<file path="config.mk">
export PLATFORM = sky130hd
export DESIGN_NAME = bounded_deque_with_search_core
export DESIGN_NICKNAME = d
export VERILOG_FILES = /design/src/rtl/bdqs_pkg.sv /design/src/rtl/bdqs_ctrl.sv /design/src/rtl/bdqs_dpath.sv /design/src/rtl/bounded_deque_with_search_core.sv
export SDC_FILE = /design/constraint.sdc
export NUM_CORES = 1
export LEC_CHECK = 0
export BUFFER_PORTS_ARGS = -buffer_cell sky130_fd_sc_hd__buf_4
export CORE_UTILIZATION = 56
export DETAILED_ROUTE_END_ITERATION = 6
export PLACE_DENSITY = 0.72
export SYNTH_ARGS = -nofsm -noshare
export SYNTH_HDL_FRONTEND = slang
export SYNTH_SLANG_ARGS = --single-unit
</file>
<file path="constraint.sdc">
create_clock -name i_clk -period 10.62 [get_ports i_clk]
set_clock_uncertainty 0.15 [all_clocks]
set_input_delay 1.593 -clock i_clk [delete_from_list [all_inputs] [get_ports i_clk]]
set_output_delay 1.593 -clock i_clk [all_outputs]
set_load 0.05 [all_outputs]
</file>
<file path="src/rtl/bdqs_pkg.sv">
// Shared types and constants for the bounded deque with search.
package bdqs_pkg;

    localparam int MODE_W    = 3;
    localparam int VALUE_W   = 32;
    localparam int POS_OUT_W = 4;
    localparam int CNT_OUT_W = 5;

    typedef enum logic [MODE_W-1:0] {
        MODE_PUSH_FRONT = 3'd0,
        MODE_PUSH_BACK  = 3'd1,
        MODE_POP_FRONT  = 3'd2,
        MODE_POP_BACK   = 3'd3,
        MODE_SEARCH     = 3'd4
    } t_mode;

    // controller -> datapath
    typedef struct packed {
        logic load;       // capture a transaction, arm the scan
        logic exec;       // perform push/pop/unused mode and issue its result
        logic scan;       // advance the search walk by one entry
        logic finish;     // issue the search result
    } t_cmd;

    // datapath -> controller
    typedef struct packed {
        logic match;      // compared entry equals the searched value
        logic exhausted;  // every stored entry compared, none matched
    } t_status;

endpackage

</file>
<file path="src/rtl/bdqs_ctrl.sv">
// Controller state machine for the bounded deque with search.
module bdqs_ctrl
    import bdqs_pkg::*;
(
    input  logic                i_clk,
    input  logic                i_rst_n,
    input  logic                i_start,
    input  logic [MODE_W-1:0]   i_mode,
    input  t_status             i_status,
    output t_cmd                o_cmd,
    output logic                o_busy
);

    typedef enum logic [1:0] {
        S_IDLE,
        S_EXEC,
        S_SCAN
    } t_state;

    t_state r_state;
    t_state n_state;

    always_comb begin
        n_state = r_state;
        o_cmd   = '0;
        unique case (r_state)
            S_IDLE: begin
                if (i_start) begin
                    o_cmd.load = 1'b1;
                    n_state    = (i_mode == MODE_SEARCH) ? S_SCAN : S_EXEC;
                end
            end
            S_EXEC: begin
                o_cmd.exec = 1'b1;
                n_state    = S_IDLE;
            end
            S_SCAN: begin
                if (i_status.match || i_status.exhausted) begin
                    o_cmd.finish = 1'b1;
                    n_state      = S_IDLE;
                end else begin
                    o_cmd.scan = 1'b1;
                end
            end
            default: n_state = S_IDLE;
        endcase
    end

    always_ff @(posedge i_clk) begin
        if (!i_rst_n) begin
            r_state <= S_IDLE;
        end else begin
            r_state <= n_state;
        end
    end

    assign o_busy = (r_state != S_IDLE);

endmodule

</file>
<file path="src/rtl/bdqs_dpath.sv">
// Datapath for the bounded deque with search: ring storage, pointers, scan and results.
module bdqs_dpath
    import bdqs_pkg::*;
#(
    parameter int CAPACITY = 16
) (
    input  logic                        i_clk,
    input  logic                        i_rst_n,
    input  t_cmd                        i_cmd,
    input  logic [MODE_W-1:0]           i_mode,
    input  logic signed [VALUE_W-1:0]   i_value,
    output t_status                     o_status,
    output logic                        o_done,
    output logic                        o_ok,
    output logic                        o_found,
    output logic [POS_OUT_W-1:0]        o_position,
    output logic [CNT_OUT_W-1:0]        o_count
);

    localparam int PW = (CAPACITY > 1) ? $clog2(CAPACITY) : 1;
    localparam int CW = $clog2(CAPACITY + 1);
    localparam int SW = CW + 1;
    localparam logic [PW-1:0] LAST_IDX = PW'(CAPACITY - 1);
    localparam logic [CW-1:0] CAP_CNT  = CW'(CAPACITY);
    localparam logic [SW-1:0] CAP_SUM  = SW'(CAPACITY);

    logic [VALUE_W-1:0] mem [CAPACITY];

    logic [MODE_W-1:0]  r_mode;
    logic [VALUE_W-1:0] r_value;
    logic [PW-1:0]      r_front;
    logic [CW-1:0]      r_count;
    logic [PW-1:0]      r_addr;
    logic [CW-1:0]      r_idx;
    logic [CW-1:0]      r_cmp_idx;
    logic               r_rv;
    logic [VALUE_W-1:0] r_rdata;
    logic               r_done;
    logic               r_ok;
    logic               r_found;
    logic [CW-1:0]      r_pos;

    logic [PW-1:0]      n_front;
    logic [CW-1:0]      n_count;
    logic               n_ok;
    logic               wr_en;
    logic [PW-1:0]      wr_addr;
    logic [PW-1:0]      front_dec;
    logic [PW-1:0]      front_inc;
    logic [PW-1:0]      back_addr;
    logic [SW-1:0]      back_sum;
    logic [PW-1:0]      addr_inc;
    logic               full;
    logic               empty;

    assign full      = (r_count == CAP_CNT);
    assign empty     = (r_count == '0);
    assign front_dec = (r_front == '0) ? LAST_IDX : r_front - 1'b1;
    assign front_inc = (r_front == LAST_IDX) ? '0 : r_front + 1'b1;
    assign addr_inc  = (r_addr == LAST_IDX) ? '0 : r_addr + 1'b1;
    // front + count wraps at most once
    assign back_sum  = SW'(r_front) + SW'(r_count);
    assign back_addr = (back_sum >= CAP_SUM) ? PW'(back_sum - CAP_SUM) : PW'(back_sum);

    always_comb begin
        n_front = r_front;
        n_count = r_count;
        n_ok    = 1'b0;
        wr_en   = 1'b0;
        wr_addr = back_addr;
        unique case (r_mode)
            MODE_PUSH_FRONT: begin
                if (!full) begin
                    wr_en   = 1'b1;
                    wr_addr = front_dec;
                    n_front = front_dec;
                    n_count = r_count + 1'b1;
                    n_ok    = 1'b1;
                end
            end
            MODE_PUSH_BACK: begin
                if (!full) begin
                    wr_en   = 1'b1;
                    n_count = r_count + 1'b1;
                    n_ok    = 1'b1;
                end
            end
            MODE_POP_FRONT: begin
                if (!empty) begin
                    n_front = front_inc;
                    n_count = r_count - 1'b1;
                    n_ok    = 1'b1;
                end
            end
            MODE_POP_BACK: begin
                if (!empty) begin
                    n_count = r_count - 1'b1;
                    n_ok    = 1'b1;
                end
            end
            default: ;
        endcase
    end

    // storage: one write port, one registered read port
    always_ff @(posedge i_clk) begin
        if (i_cmd.exec && wr_en) begin
            mem[wr_addr] <= r_value;
        end
        r_rdata <= mem[r_addr];
    end

    // transaction capture, scan walk and result payload
    always_ff @(posedge i_clk) begin
        if (i_cmd.load) begin
            r_mode  <= i_mode;
            r_value <= i_value;
            r_addr  <= r_front;
            r_idx   <= '0;
        end else if (i_cmd.scan && (r_idx != r_count)) begin
            r_addr <= addr_inc;
            r_idx  <= r_idx + 1'b1;
        end
        r_cmp_idx <= r_idx;
        if (i_cmd.exec) begin
            r_ok    <= n_ok;
            r_found <= 1'b0;
            r_pos   <= '0;
        end else if (i_cmd.finish) begin
            r_ok    <= 1'b0;
            r_found <= o_status.match;
            r_pos   <= o_status.match ? r_cmp_idx : '0;
        end
    end

    always_ff @(posedge i_clk) begin
        if (!i_rst_n) begin
            r_front <= '0;
            r_count <= '0;
            r_rv    <= 1'b0;
            r_done  <= 1'b0;
        end else begin
            if (i_cmd.exec) begin
                r_front <= n_front;
                r_count <= n_count;
            end
            r_rv   <= i_cmd.scan && (r_idx != r_count);
            r_done <= i_cmd.exec || i_cmd.finish;
        end
    end

    assign o_status.match     = r_rv && (r_rdata == r_value);
    assign o_status.exhausted = !r_rv && (r_idx == r_count);

    assign o_done     = r_done;
    assign o_ok       = r_ok;
    assign o_found    = r_found;
    assign o_position = POS_OUT_W'(r_pos);
    assign o_count    = CNT_OUT_W'(r_count);

endmodule

</file>
<file path="src/rtl/bounded_deque_with_search_core.sv">
// Top level of the bounded deque with search: controller plus datapath.
//
// A transaction is taken when start is high while busy is low. Its result
// appears for one cycle with o_done high and must be captured then; there is
// no way to hold it off. A push or removal (and an unused mode) is performed
// in the S_EXEC state and returns its result from the registered done flag. A
// search walks the stored entries from the front through a single registered
// read port of the entry memory, one entry per cycle, and returns once a match
// is found or all N stored entries are compared, N being the current entry count.
// busy drops in the cycle o_done is shown, so the next transaction may start there.
// o_count is the entry count after the operation, truncated to five bits;
// o_position is truncated to four bits.
module bounded_deque_with_search_core
    import bdqs_pkg::*;
#(
    parameter int CAPACITY = 16
) (
    input  logic                        i_clk,
    input  logic                        i_rst_n,
    input  logic                        start,
    output logic                        busy,
    input  logic [MODE_W-1:0]           i_mode,
    input  logic signed [VALUE_W-1:0]   i_value,
    output logic                        o_done,
    output logic                        o_ok,
    output logic                        o_found,
    output logic [POS_OUT_W-1:0]        o_position,
    output logic [CNT_OUT_W-1:0]        o_count
);

    t_cmd    cmd;
    t_status status;

    bdqs_ctrl u_ctrl (
        .i_clk    (i_clk),
        .i_rst_n  (i_rst_n),
        .i_start  (start),
        .i_mode   (i_mode),
        .i_status (status),
        .o_cmd    (cmd),
        .o_busy   (busy)
    );

    bdqs_dpath #(
        .CAPACITY (CAPACITY)
    ) u_dpath (
        .i_clk      (i_clk),
        .i_rst_n    (i_rst_n),
        .i_cmd      (cmd),
        .i_mode     (i_mode),
        .i_value    (i_value),
        .o_status   (status),
        .o_done     (o_done),
        .o_ok       (o_ok),
        .o_found    (o_found),
        .o_position (o_position),
        .o_count    (o_count)
    );

    a_done_not_busy: assert property (@(posedge i_clk) disable iff (!i_rst_n)
        o_done |-> !busy)
        else $error("result issued while still busy");

    a_start_busy: assert property (@(posedge i_clk) disable iff (!i_rst_n)
        (start && !busy) |=> busy)
        else $error("accepted transaction did not raise busy");

    a_cmd_onehot: assert property (@(posedge i_clk) disable iff (!i_rst_n)
        $onehot0(cmd))
        else $error("more than one datapath command at once");

    a_ok_vs_found: assert property (@(posedge i_clk) disable iff (!i_rst_n)
        o_done |-> !(o_ok && o_found))
        else $error("result reports both ok and found");

endmodule
</file>
Word level (Yosys, flattened, before mapping)
Memory sizes are Yosys's and may differ from the RTL's. A register that Yosys moved wholly into a read port is not among the register bits.
Index checks and enable logic that the tools add are counted.
{ "totals": {"reg_bits": 67, "ram_bits": 512, "input_bits": 38, "output_inout_bits": 13, "word_cells": 95, "n_memories": 1} }
{ "classes": {"addsub": 8, "order_cmp": 1, "n_eq_ne": 18, "n_mux": 33, "reduce_logical": 21} }
{ "memory_table": {"columns": ["name", "words", "width", "rd", "rd_ports_with_merged_regs", "wr", "line", "source"], "rows": [
  ["u_dpath.mem", 16, 32, 1, 1, 1, "bdqs_dpath.sv:27", "logic [VALUE_W-1:0] mem [CAPACITY];"]
]} }
{ "ops": {"columns": ["operator", "n"], "rows": [
  ["$mux 4", 11],
  ["$eq 32x32->1", 1],
  ["$mux 1", 12],
  ["$add 5x1->5 const B", 2],
  ["$mux 5", 2],
  ["$ne 2x2->1 const B", 5],
  ["$pmux 5 s2", 1],
  ["$reduce_bool 2->1", 5],
  ["$add 4x1->4 const B", 2],
  ["$eq 4x4->1 const B", 2],
  ["$mux 2", 4],
  ["$pmux 4 s2", 1],
  ["$reduce_and 4->1", 2],
  ["$sub 4x1->4 const B", 2],
  ["$add 4x5->6", 1],
  ["$eq 3x2->1 const B", 2],
  ["$ge 6x5->1 const B", 1],
  ["$eq 5x5->1", 1],
  ["$eq 5x5->1 const B", 1],
  ["$logic_not 5->1", 1],
  ["$ne 5x5->1", 1],
  ["$sub 5x1->5 const B", 1],
  ["$logic_and 1x1->1", 4],
  ["$logic_not 4->1", 1],
  ["other kinds (13)", 15]
]} }

Depth between registers and ports, before layout
Gate-level depths: netlist (run 1).
{ "depth": {"word_depth": 8, "depth_mapped": 9, "depth_no_buf": 9} }

Cells and area by module
From an unflattened synthesis (run 1), not the netlist that was laid out.
{ "unflattened": {"hier_cells": 1257, "hier_area_um2": 23508.8} }
{ "modules_own_cells": {"columns": ["mod", "n_inst", "cells_per_inst", "area_per_inst_um2", "seq_area_each_um2"], "rows": [
  ["bdqs_dpath", 1, 1245, 23373.7, 17717.0],
  ["bdqs_ctrl", 1, 12, 135.1, 40.0]
]} }

Least setup slack after synthesis (run 1)
OpenSTA, ideal clock, no wires.
{ "synth_timing": {"path_type": "register to register", "startpoint": "reg u_dpath.r_count[0], in the netlist u_dpath.o_count[0]", "endpoint": "mem u_dpath.mem[2][0], enable pin", "setup_time_ns": 0.421, "t_arrival_ns": 3.305, "required_time_ns": 10.049, "setup_slack_ns": 6.744, "stages_incl_launch_ff": 8, "n_path_buf": 0, "synth_period_minus_slack_ns": 3.876, "path_cell_list": "dfxtp_1 -> ha_1 -> inv_1 -> fa_1 -> mux2i_1 -> and3_1 -> nand2_1 -> nor2_1"} }
{ "synth_between": {"elab_chain_len": 6, "word_cells_on_any_way": 12, "cone_classes": "2 x add/sub; 1 x order compare; 1 x eq/ne; 7 x mux; 1 x reduce/logical"} }
{ "synth_lines": {"columns": ["item", "line", "source"], "rows": [
  ["start: declaration", "bdqs_dpath.sv:32", "logic [CW-1:0] r_count;"],
  ["start signal: assignment", "bdqs_dpath.sv:145", "r_count <= n_count;"],
  ["branches (longest 6 deep; another with $add 4x5->6)", null, null],
  ["end: declaration", "bdqs_dpath.sv:27", null]
]} }
Parallel ways; which one is timed is not known.

Worst setup path after layout (run 1)
{ "layout_timing": {"startpoint": "reg u_dpath.r_count[1], in the netlist u_dpath.o_count[1]", "endpoint": "mem u_dpath.mem[3][24], enable pin"} }
Same word-level chain as after synthesis.

==> metrics.txt, run 1 <==
commonest non-fill, non-tap cell in the layout edfxtp_1; max_cap viols 0; Root Buffer clkbuf_16; post-detail-place hpwl 23500 µm; WP data required 10.71 ns; die area 0.0423 mm²; Fin. Hold Viols 0; unique cell type count in the Yosys netlist 49; mux cell area share after synthesis 0.160; crit-path cells nor4_1 > a211oi_1 > and2b_1 > mux2i_1 > nand2_1 > nor2_4 > buf_4; max frequency 277 MHz; via count of the first global-routing pass 10800; multi-input combinational cell area 0.00532 mm²; initial antenna violation count 0; Main synth FF type edfxtp_1; Post-synth ARST share 0; post-placement cell area 0.0243 mm²; H-tree lvl count 2; compound-gate portion of the synthesized area 0.0152; routed len/inst 26.3 µm; Worst EP arrival 3.70 ns; Final Cell Area 0.0263 mm²; Routed WL 45800 µm; number of port buffers 50; XOR/XNOR share of the synthesized area 0.0173; routed vias/inst 6.13; first-pass GRT wire length 68500 µm; fin crit period 3.61 ns; worst-path fanout max 21; effective utilization at floorplan 0.568; Starting DRT DRC Count 1036; gp weighted congestion 0.778; Worst-path clk slew 0.06 ns; Cells after Synth 1070; RSZ-0062 raised after global routing no; core area 0.0409 mm²; max incr delay on CP 0.56 ns; TritonCTS buffer count 58; TNS Setup 0 ns; DRC 0; die width 206 µm; critical path's slowest cell dfxtp_1; FF/Latch Area 0.0178 mm²; share of layout cells above drive strength 1 0.289; crit path capture type register; Hold Crit Class reg -> reg; Chip Height 206 µm; setup violators final 0; Adder-Cell Fraction of Synth Area 0.00711; most frequent cells in the layout 552 x edfxtp_1, 160 x mux4_2, 73 x buf_4, 59 x clkbuf_16, 59 x dfxtp_1; Worst-Skew Late Latency 0.61 ns; outcome finished, final reports clean; main combinational cell family by area after synthesis multiplexers; post-route ant nets 0; Max clock buf depth 3; YS warnings 0; CTS tree built; Fin Hold WS 0.273 ns; total congestion overflow 0; Setup Buffers After CTS 0; CTS resizes 0; sequential area share after synthesis 0.764; CP Launch Type register; power per cell area 197 mW/mm²; peak supply drop 0.139 mV; via count 10700; Setup CP Type reg -> reg; fillers 2691; Post-Syn Nets 1120; Final nets 1208; fin crit share 0.340; #FFs+latches synth 611; Post-synth EDFFs 552; Hold Buf Count CTS 0; Sink Count 611; largest net degree at the start of global routing 72; Std-Cell Rows 74; Mapped Area 0.0232 mm²; GRT Total Usage 0.227; Worst slew margin 0.273; Antenna diodes 0; 1st-pass router iterations 5; post-synthesis simple-gate area fraction 0.0240; Pleak 8.48 nW; Synth-to-Final Area Change 13.2%; I/O pins 51; Syn Area/Cell 21.7 µm²; Worst-Margin Slew 1.09 ns; max-slew violation count 0
-- sequential cells by signal (all words and copies together) (netlist names), 5 cells and up --
signal           cells
u_dpath.mem        512
u_dpath.o_count      5
u_dpath.r_idx        5
u_dpath.r_rdata     32
u_dpath.r_value     32
-- stage by stage --
stage	util	std cells	setup slack (ns)	total power, mW
floorplan	-	1070	6.74	3.01
global placement	0.595	1630	7.09	3.11
detailed placement	0.595	1630	7.00	3.12
CTS	0.643	1739	6.98	5.22
global route	0.643	1739	6.73	5.33
finish	0.643	1739	7.01	5.17
-- cell usage after synthesis, types with 2 or more instances --
cell,number,area share
a21o_1,3,0.00097
xor2_1,13,0.0049
clkbuf_1,22,0.0036
fa_1,2,0.0017
buf_12,2,0.0017
a311o_1,4,0.0017
nand4_1,6,0.0016
nor2b_1,4,0.0011
a21oi_1,13,0.0028
edfxtp_1,552,0.71
buf_2,14,0.0030
o21ai_0,11,0.0024
and3_1,3,0.00081
xnor2_1,33,0.012
ha_1,10,0.0054
nand2_1,25,0.0040
buf_6,2,0.00097
nand2b_1,9,0.0024
a31oi_1,2,0.00054
inv_2,2,0.00032
nor3_1,5,0.0011
mux2_2,3,0.0015
buf_1,5,0.00081
nor3_2,2,0.00086
o21ai_1,6,0.0013
dfxtp_1,59,0.051
a211oi_1,3,0.00097
nand3_1,16,0.0034
nor2_1,39,0.0063
o211ai_1,2,0.00065
and2_1,2,0.00054
mux2i_1,8,0.0034
inv_1,13,0.0021
mux4_2,160,0.16
-- worst max-delay path, delay by kind of cell (launching register included) --
| kind | cells | cell delay (ns) |
|---|---|---|
| and+or+nand+nor | 4 | 1.22 |
| DFF | 1 | 0.56 |
| buffers and inverters | 1 | 0.52 |
| AOI/OAI and AO/OA | 1 | 0.51 |
| muxes | 1 | 0.25 |
-- area by class of cell --
cell class	count	area share
repair buffers	73	0.0208
well taps	532	0.0253
clock inverters	37	0.0156
multi-input cells	399	0.202
inverters	15	0.00214
clock buffers	72	0.0591
flip-flops and latches	611	0.675
-- kinds of logic after synthesis --
logic type / Yosys count
AO/OA/AOI/OAI: 54
XOR/XNOR: 46
buffers and inverters: 60
adder cells (fa/ha/maj): 12
flip-flops: 611
AND/OR/NAND/NOR: 116
multiplexers: 171
-- final timing paths --
path	from	to	slack [ns]	depth (start not counted)
worst min register to register	u_dpath.r_idx[3]$_SDFFE_PP0P_	u_dpath.r_cmp_idx[3]$_DFF_P_	0.27	0
worst max-delay path	u_dpath.o_count[1]$_SDFFE_PN0P_	u_dpath.mem[3][24]$_DFFE_PP_	7.01	7
worst min-delay path	u_dpath.r_idx[3]$_SDFFE_PP0P_	u_dpath.r_cmp_idx[3]$_DFF_P_	0.27	0
worst max register to register	u_dpath.o_count[1]$_SDFFE_PN0P_	u_dpath.mem[3][24]$_DFFE_PP_	7.01	7
-- layer usage --
metal | global-route usage | up-vias | share of wire
li1 | - | 4581 | -
met1 | 0.330 | 5634 | 0.42
met2 | 0.364 | 377 | 0.50
met3 | 0.0347 | 71 | 0.063
met4 | 0.0624 | 0 | 0.020
met5 | 0 | - | 0
-- report_power, final --
| group | leakage, nW | internal, mW | total (mW) | switching (mW) |
|---|---|---|---|---|
| clock network | 0.973 | 1.25 | 2.11 | 0.853 |
| logic | 2.03 | 0.172 | 0.335 | 0.163 |
| registers | 5.48 | 2.67 | 2.73 | 0.0547 |
Note: power is estimated with default switching activity, not from simulation.
==> run 2, diff against run 1 <==
- clock period: 10.62 -> 3.75 ns (I/O delays scaled with it)
==> metrics.txt, run 2 (same netlist as run 1, synthesis figures left out) <==
die width 206 µm; die area 0.0423 mm²; Fin. Hold Viols 0; routed vias/inst 6.07; Hold Crit Class in -> reg; fillers 2588; Root Buffer clkbuf_16; sw frac 0.213; Worst-Skew Late Latency 0.61 ns; worst-path fanout max 13; I/O pins 51; Top reg by flops u_dpath.mem; Final WS setup 0.399 ns; fin crit share 0.894; crit-path cells nor4_1 > a211oi_1 > and2b_1 > mux2i_1 > nand2_1 > nor2_4 > buf_4; DRC 0; Synth-to-Final Area Change 16.4%; power per cell area 547 mW/mm²; fin crit period 3.35 ns; total congestion overflow 0; Std-Cell Rows 74; H-tree lvl count 2; max_cap viols 0; Pleak 8.81 nW; post-detail-place hpwl 28900 µm; hold path cells 2; Final nets 1273; largest registers u_dpath.mem: 512 flops, u_dpath.r_rdata: 32 flops, u_dpath.r_value: 32 flops; Final Cell Area 0.0271 mm²; Sequential Power Share 0.520; max incr delay on CP 0.56 ns; Setup Buffers After CTS 0; Fin Hold WS 0.0516 ns; post-route ant nets 0; Worst EP arrival 3.50 ns; RSZ-0062 raised after global routing no; Setup CP Type reg -> reg; outcome finished, final reports clean; setup violators final 0; power share of the combinational group 0.075; max reg flops 512; Final Util 0.661; core area 0.0409 mm²; post-placement cell area 0.0247 mm²; Crit path depth 7; via count 11000; Max clock buf depth 3; routed len/inst 27.0 µm; delay-heaviest family, CP simple AND/OR/NAND/NOR gates; Psw 3.16 mW; largest net degree at the start of global routing 105; Routed WL 48700 µm; crit path capture type register; Cell Count, Final, Fillers Out 1804; Hold Buf Count CTS 35; critical path's slowest cell dfxtp_1; Worst slew margin 0.335; commonest non-fill, non-tap cell in the layout edfxtp_1; initial antenna violation count 2; via count of the first global-routing pass 11200; Worst-path clk slew 0.06 ns; Chip Height 206 µm; TritonCTS buffer count 57; TNS Setup 0 ns; number of port buffers 50; max frequency 298 MHz; most frequent cells in the layout 552 x edfxtp_1, 160 x mux4_2, 91 x buf_4, 59 x dfxtp_1, 57 x clkbuf_16; Starting DRT DRC Count 1028; Clock power frac 0.405; buffer and inverter count on the worst path 1; Worst R2R Path Depth 7; first-pass GRT wire length 72900 µm; GRT Total Usage 0.243; internal power 11.7 mW; Sink Count 611; CP Launch Type register; 1st-pass router iterations 6; Worst-Margin Slew 0.998 ns; CTS tree built; effective utilization at floorplan 0.568; max-slew violation count 0; peak supply drop 0.449 mV; placed cells 1661; DP Worst Slack 0.490 ns; total power draw 14.8 mW; gp weighted congestion 0.825; CTS resizes 0; share of layout cells above drive strength 1 0.297; WP data required 3.90 ns
run 2: changes by cell type in the layout (fill, tap and decap cells not counted), moves of 2 or more:
cell / before / now
buf_12: 0 / 13
buf_4: 73 / 91
clkbuf_1: 10 / 13
clkbuf_16: 59 / 57
clkbuf_8: 3 / 9
clkinv_1: 10 / 7
clkinv_2: 15 / 6
dlygate4sd3_1: 0 / 35
inv_6: 1 / 3
run 2: final timing paths:
kind | from | to | slack, ns
min reg2reg | u_dpath.r_idx[3]$_SDFFE_PP0P_ | u_dpath.r_cmp_idx[3]$_DFF_P_ | 0.31
max reg2reg | u_dpath.o_count[1]$_SDFFE_PN0P_ | u_dpath.mem[4][25]$_DFFE_PP_ | 0.40
max | u_dpath.o_count[1]$_SDFFE_PN0P_ | u_dpath.mem[4][25]$_DFFE_PP_ | 0.40
min | i_rst_n | u_ctrl.r_state[1]$_SDFFE_PN0P_ | 0.05
run 2: worst reg2reg max path, stage by stage (launching register included):
cell      delay, ns
dfxtp_1        0.56
nor4_1         0.14
a211oi_1       0.54
and2b_1        0.31
mux2i_1        0.26
nand2_1        0.27
nor2_4         0.48
buf_4          0.33
run 2: layout make-up:
cell class                      count  area (µm²)  share of cell area
Timing Repair Buffer              139        1290              0.0478
Antenna cell                        1        2.50           0.0000925
Multi-Input combinational cell    399        5320               0.196
Tap cell                          532         666              0.0246
Sequential cell                   611       17800               0.656
Clock inverter                     28         367              0.0135
Inverter                           15        56.3             0.00208
Clock buffer                       79        1600              0.0591
run 2: per-layer routing:
metal,track usage,vias up,routed length [µm]
met2,0.381,407,23800
li1,-,4724,-
met3,0.0567,81,3490
met1,0.343,5745,20200
met4,0.0714,2,1250
met5,0,-,16
run 2: power groups by stage:
stage | combinational [mW] | clock [mW] | sequential [mW]
2_1_floorplan | 0.714 | 0 | 7.82
3_3_place_gp | 1.08 | 0 | 7.84
3_5_place_dp | 1.09 | 0 | 7.84
4_1_cts | 1.13 | 6.09 | 7.70
5_1_grt | 1.19 | 6.34 | 7.71
6_report | 1.11 | 6.00 | 7.70
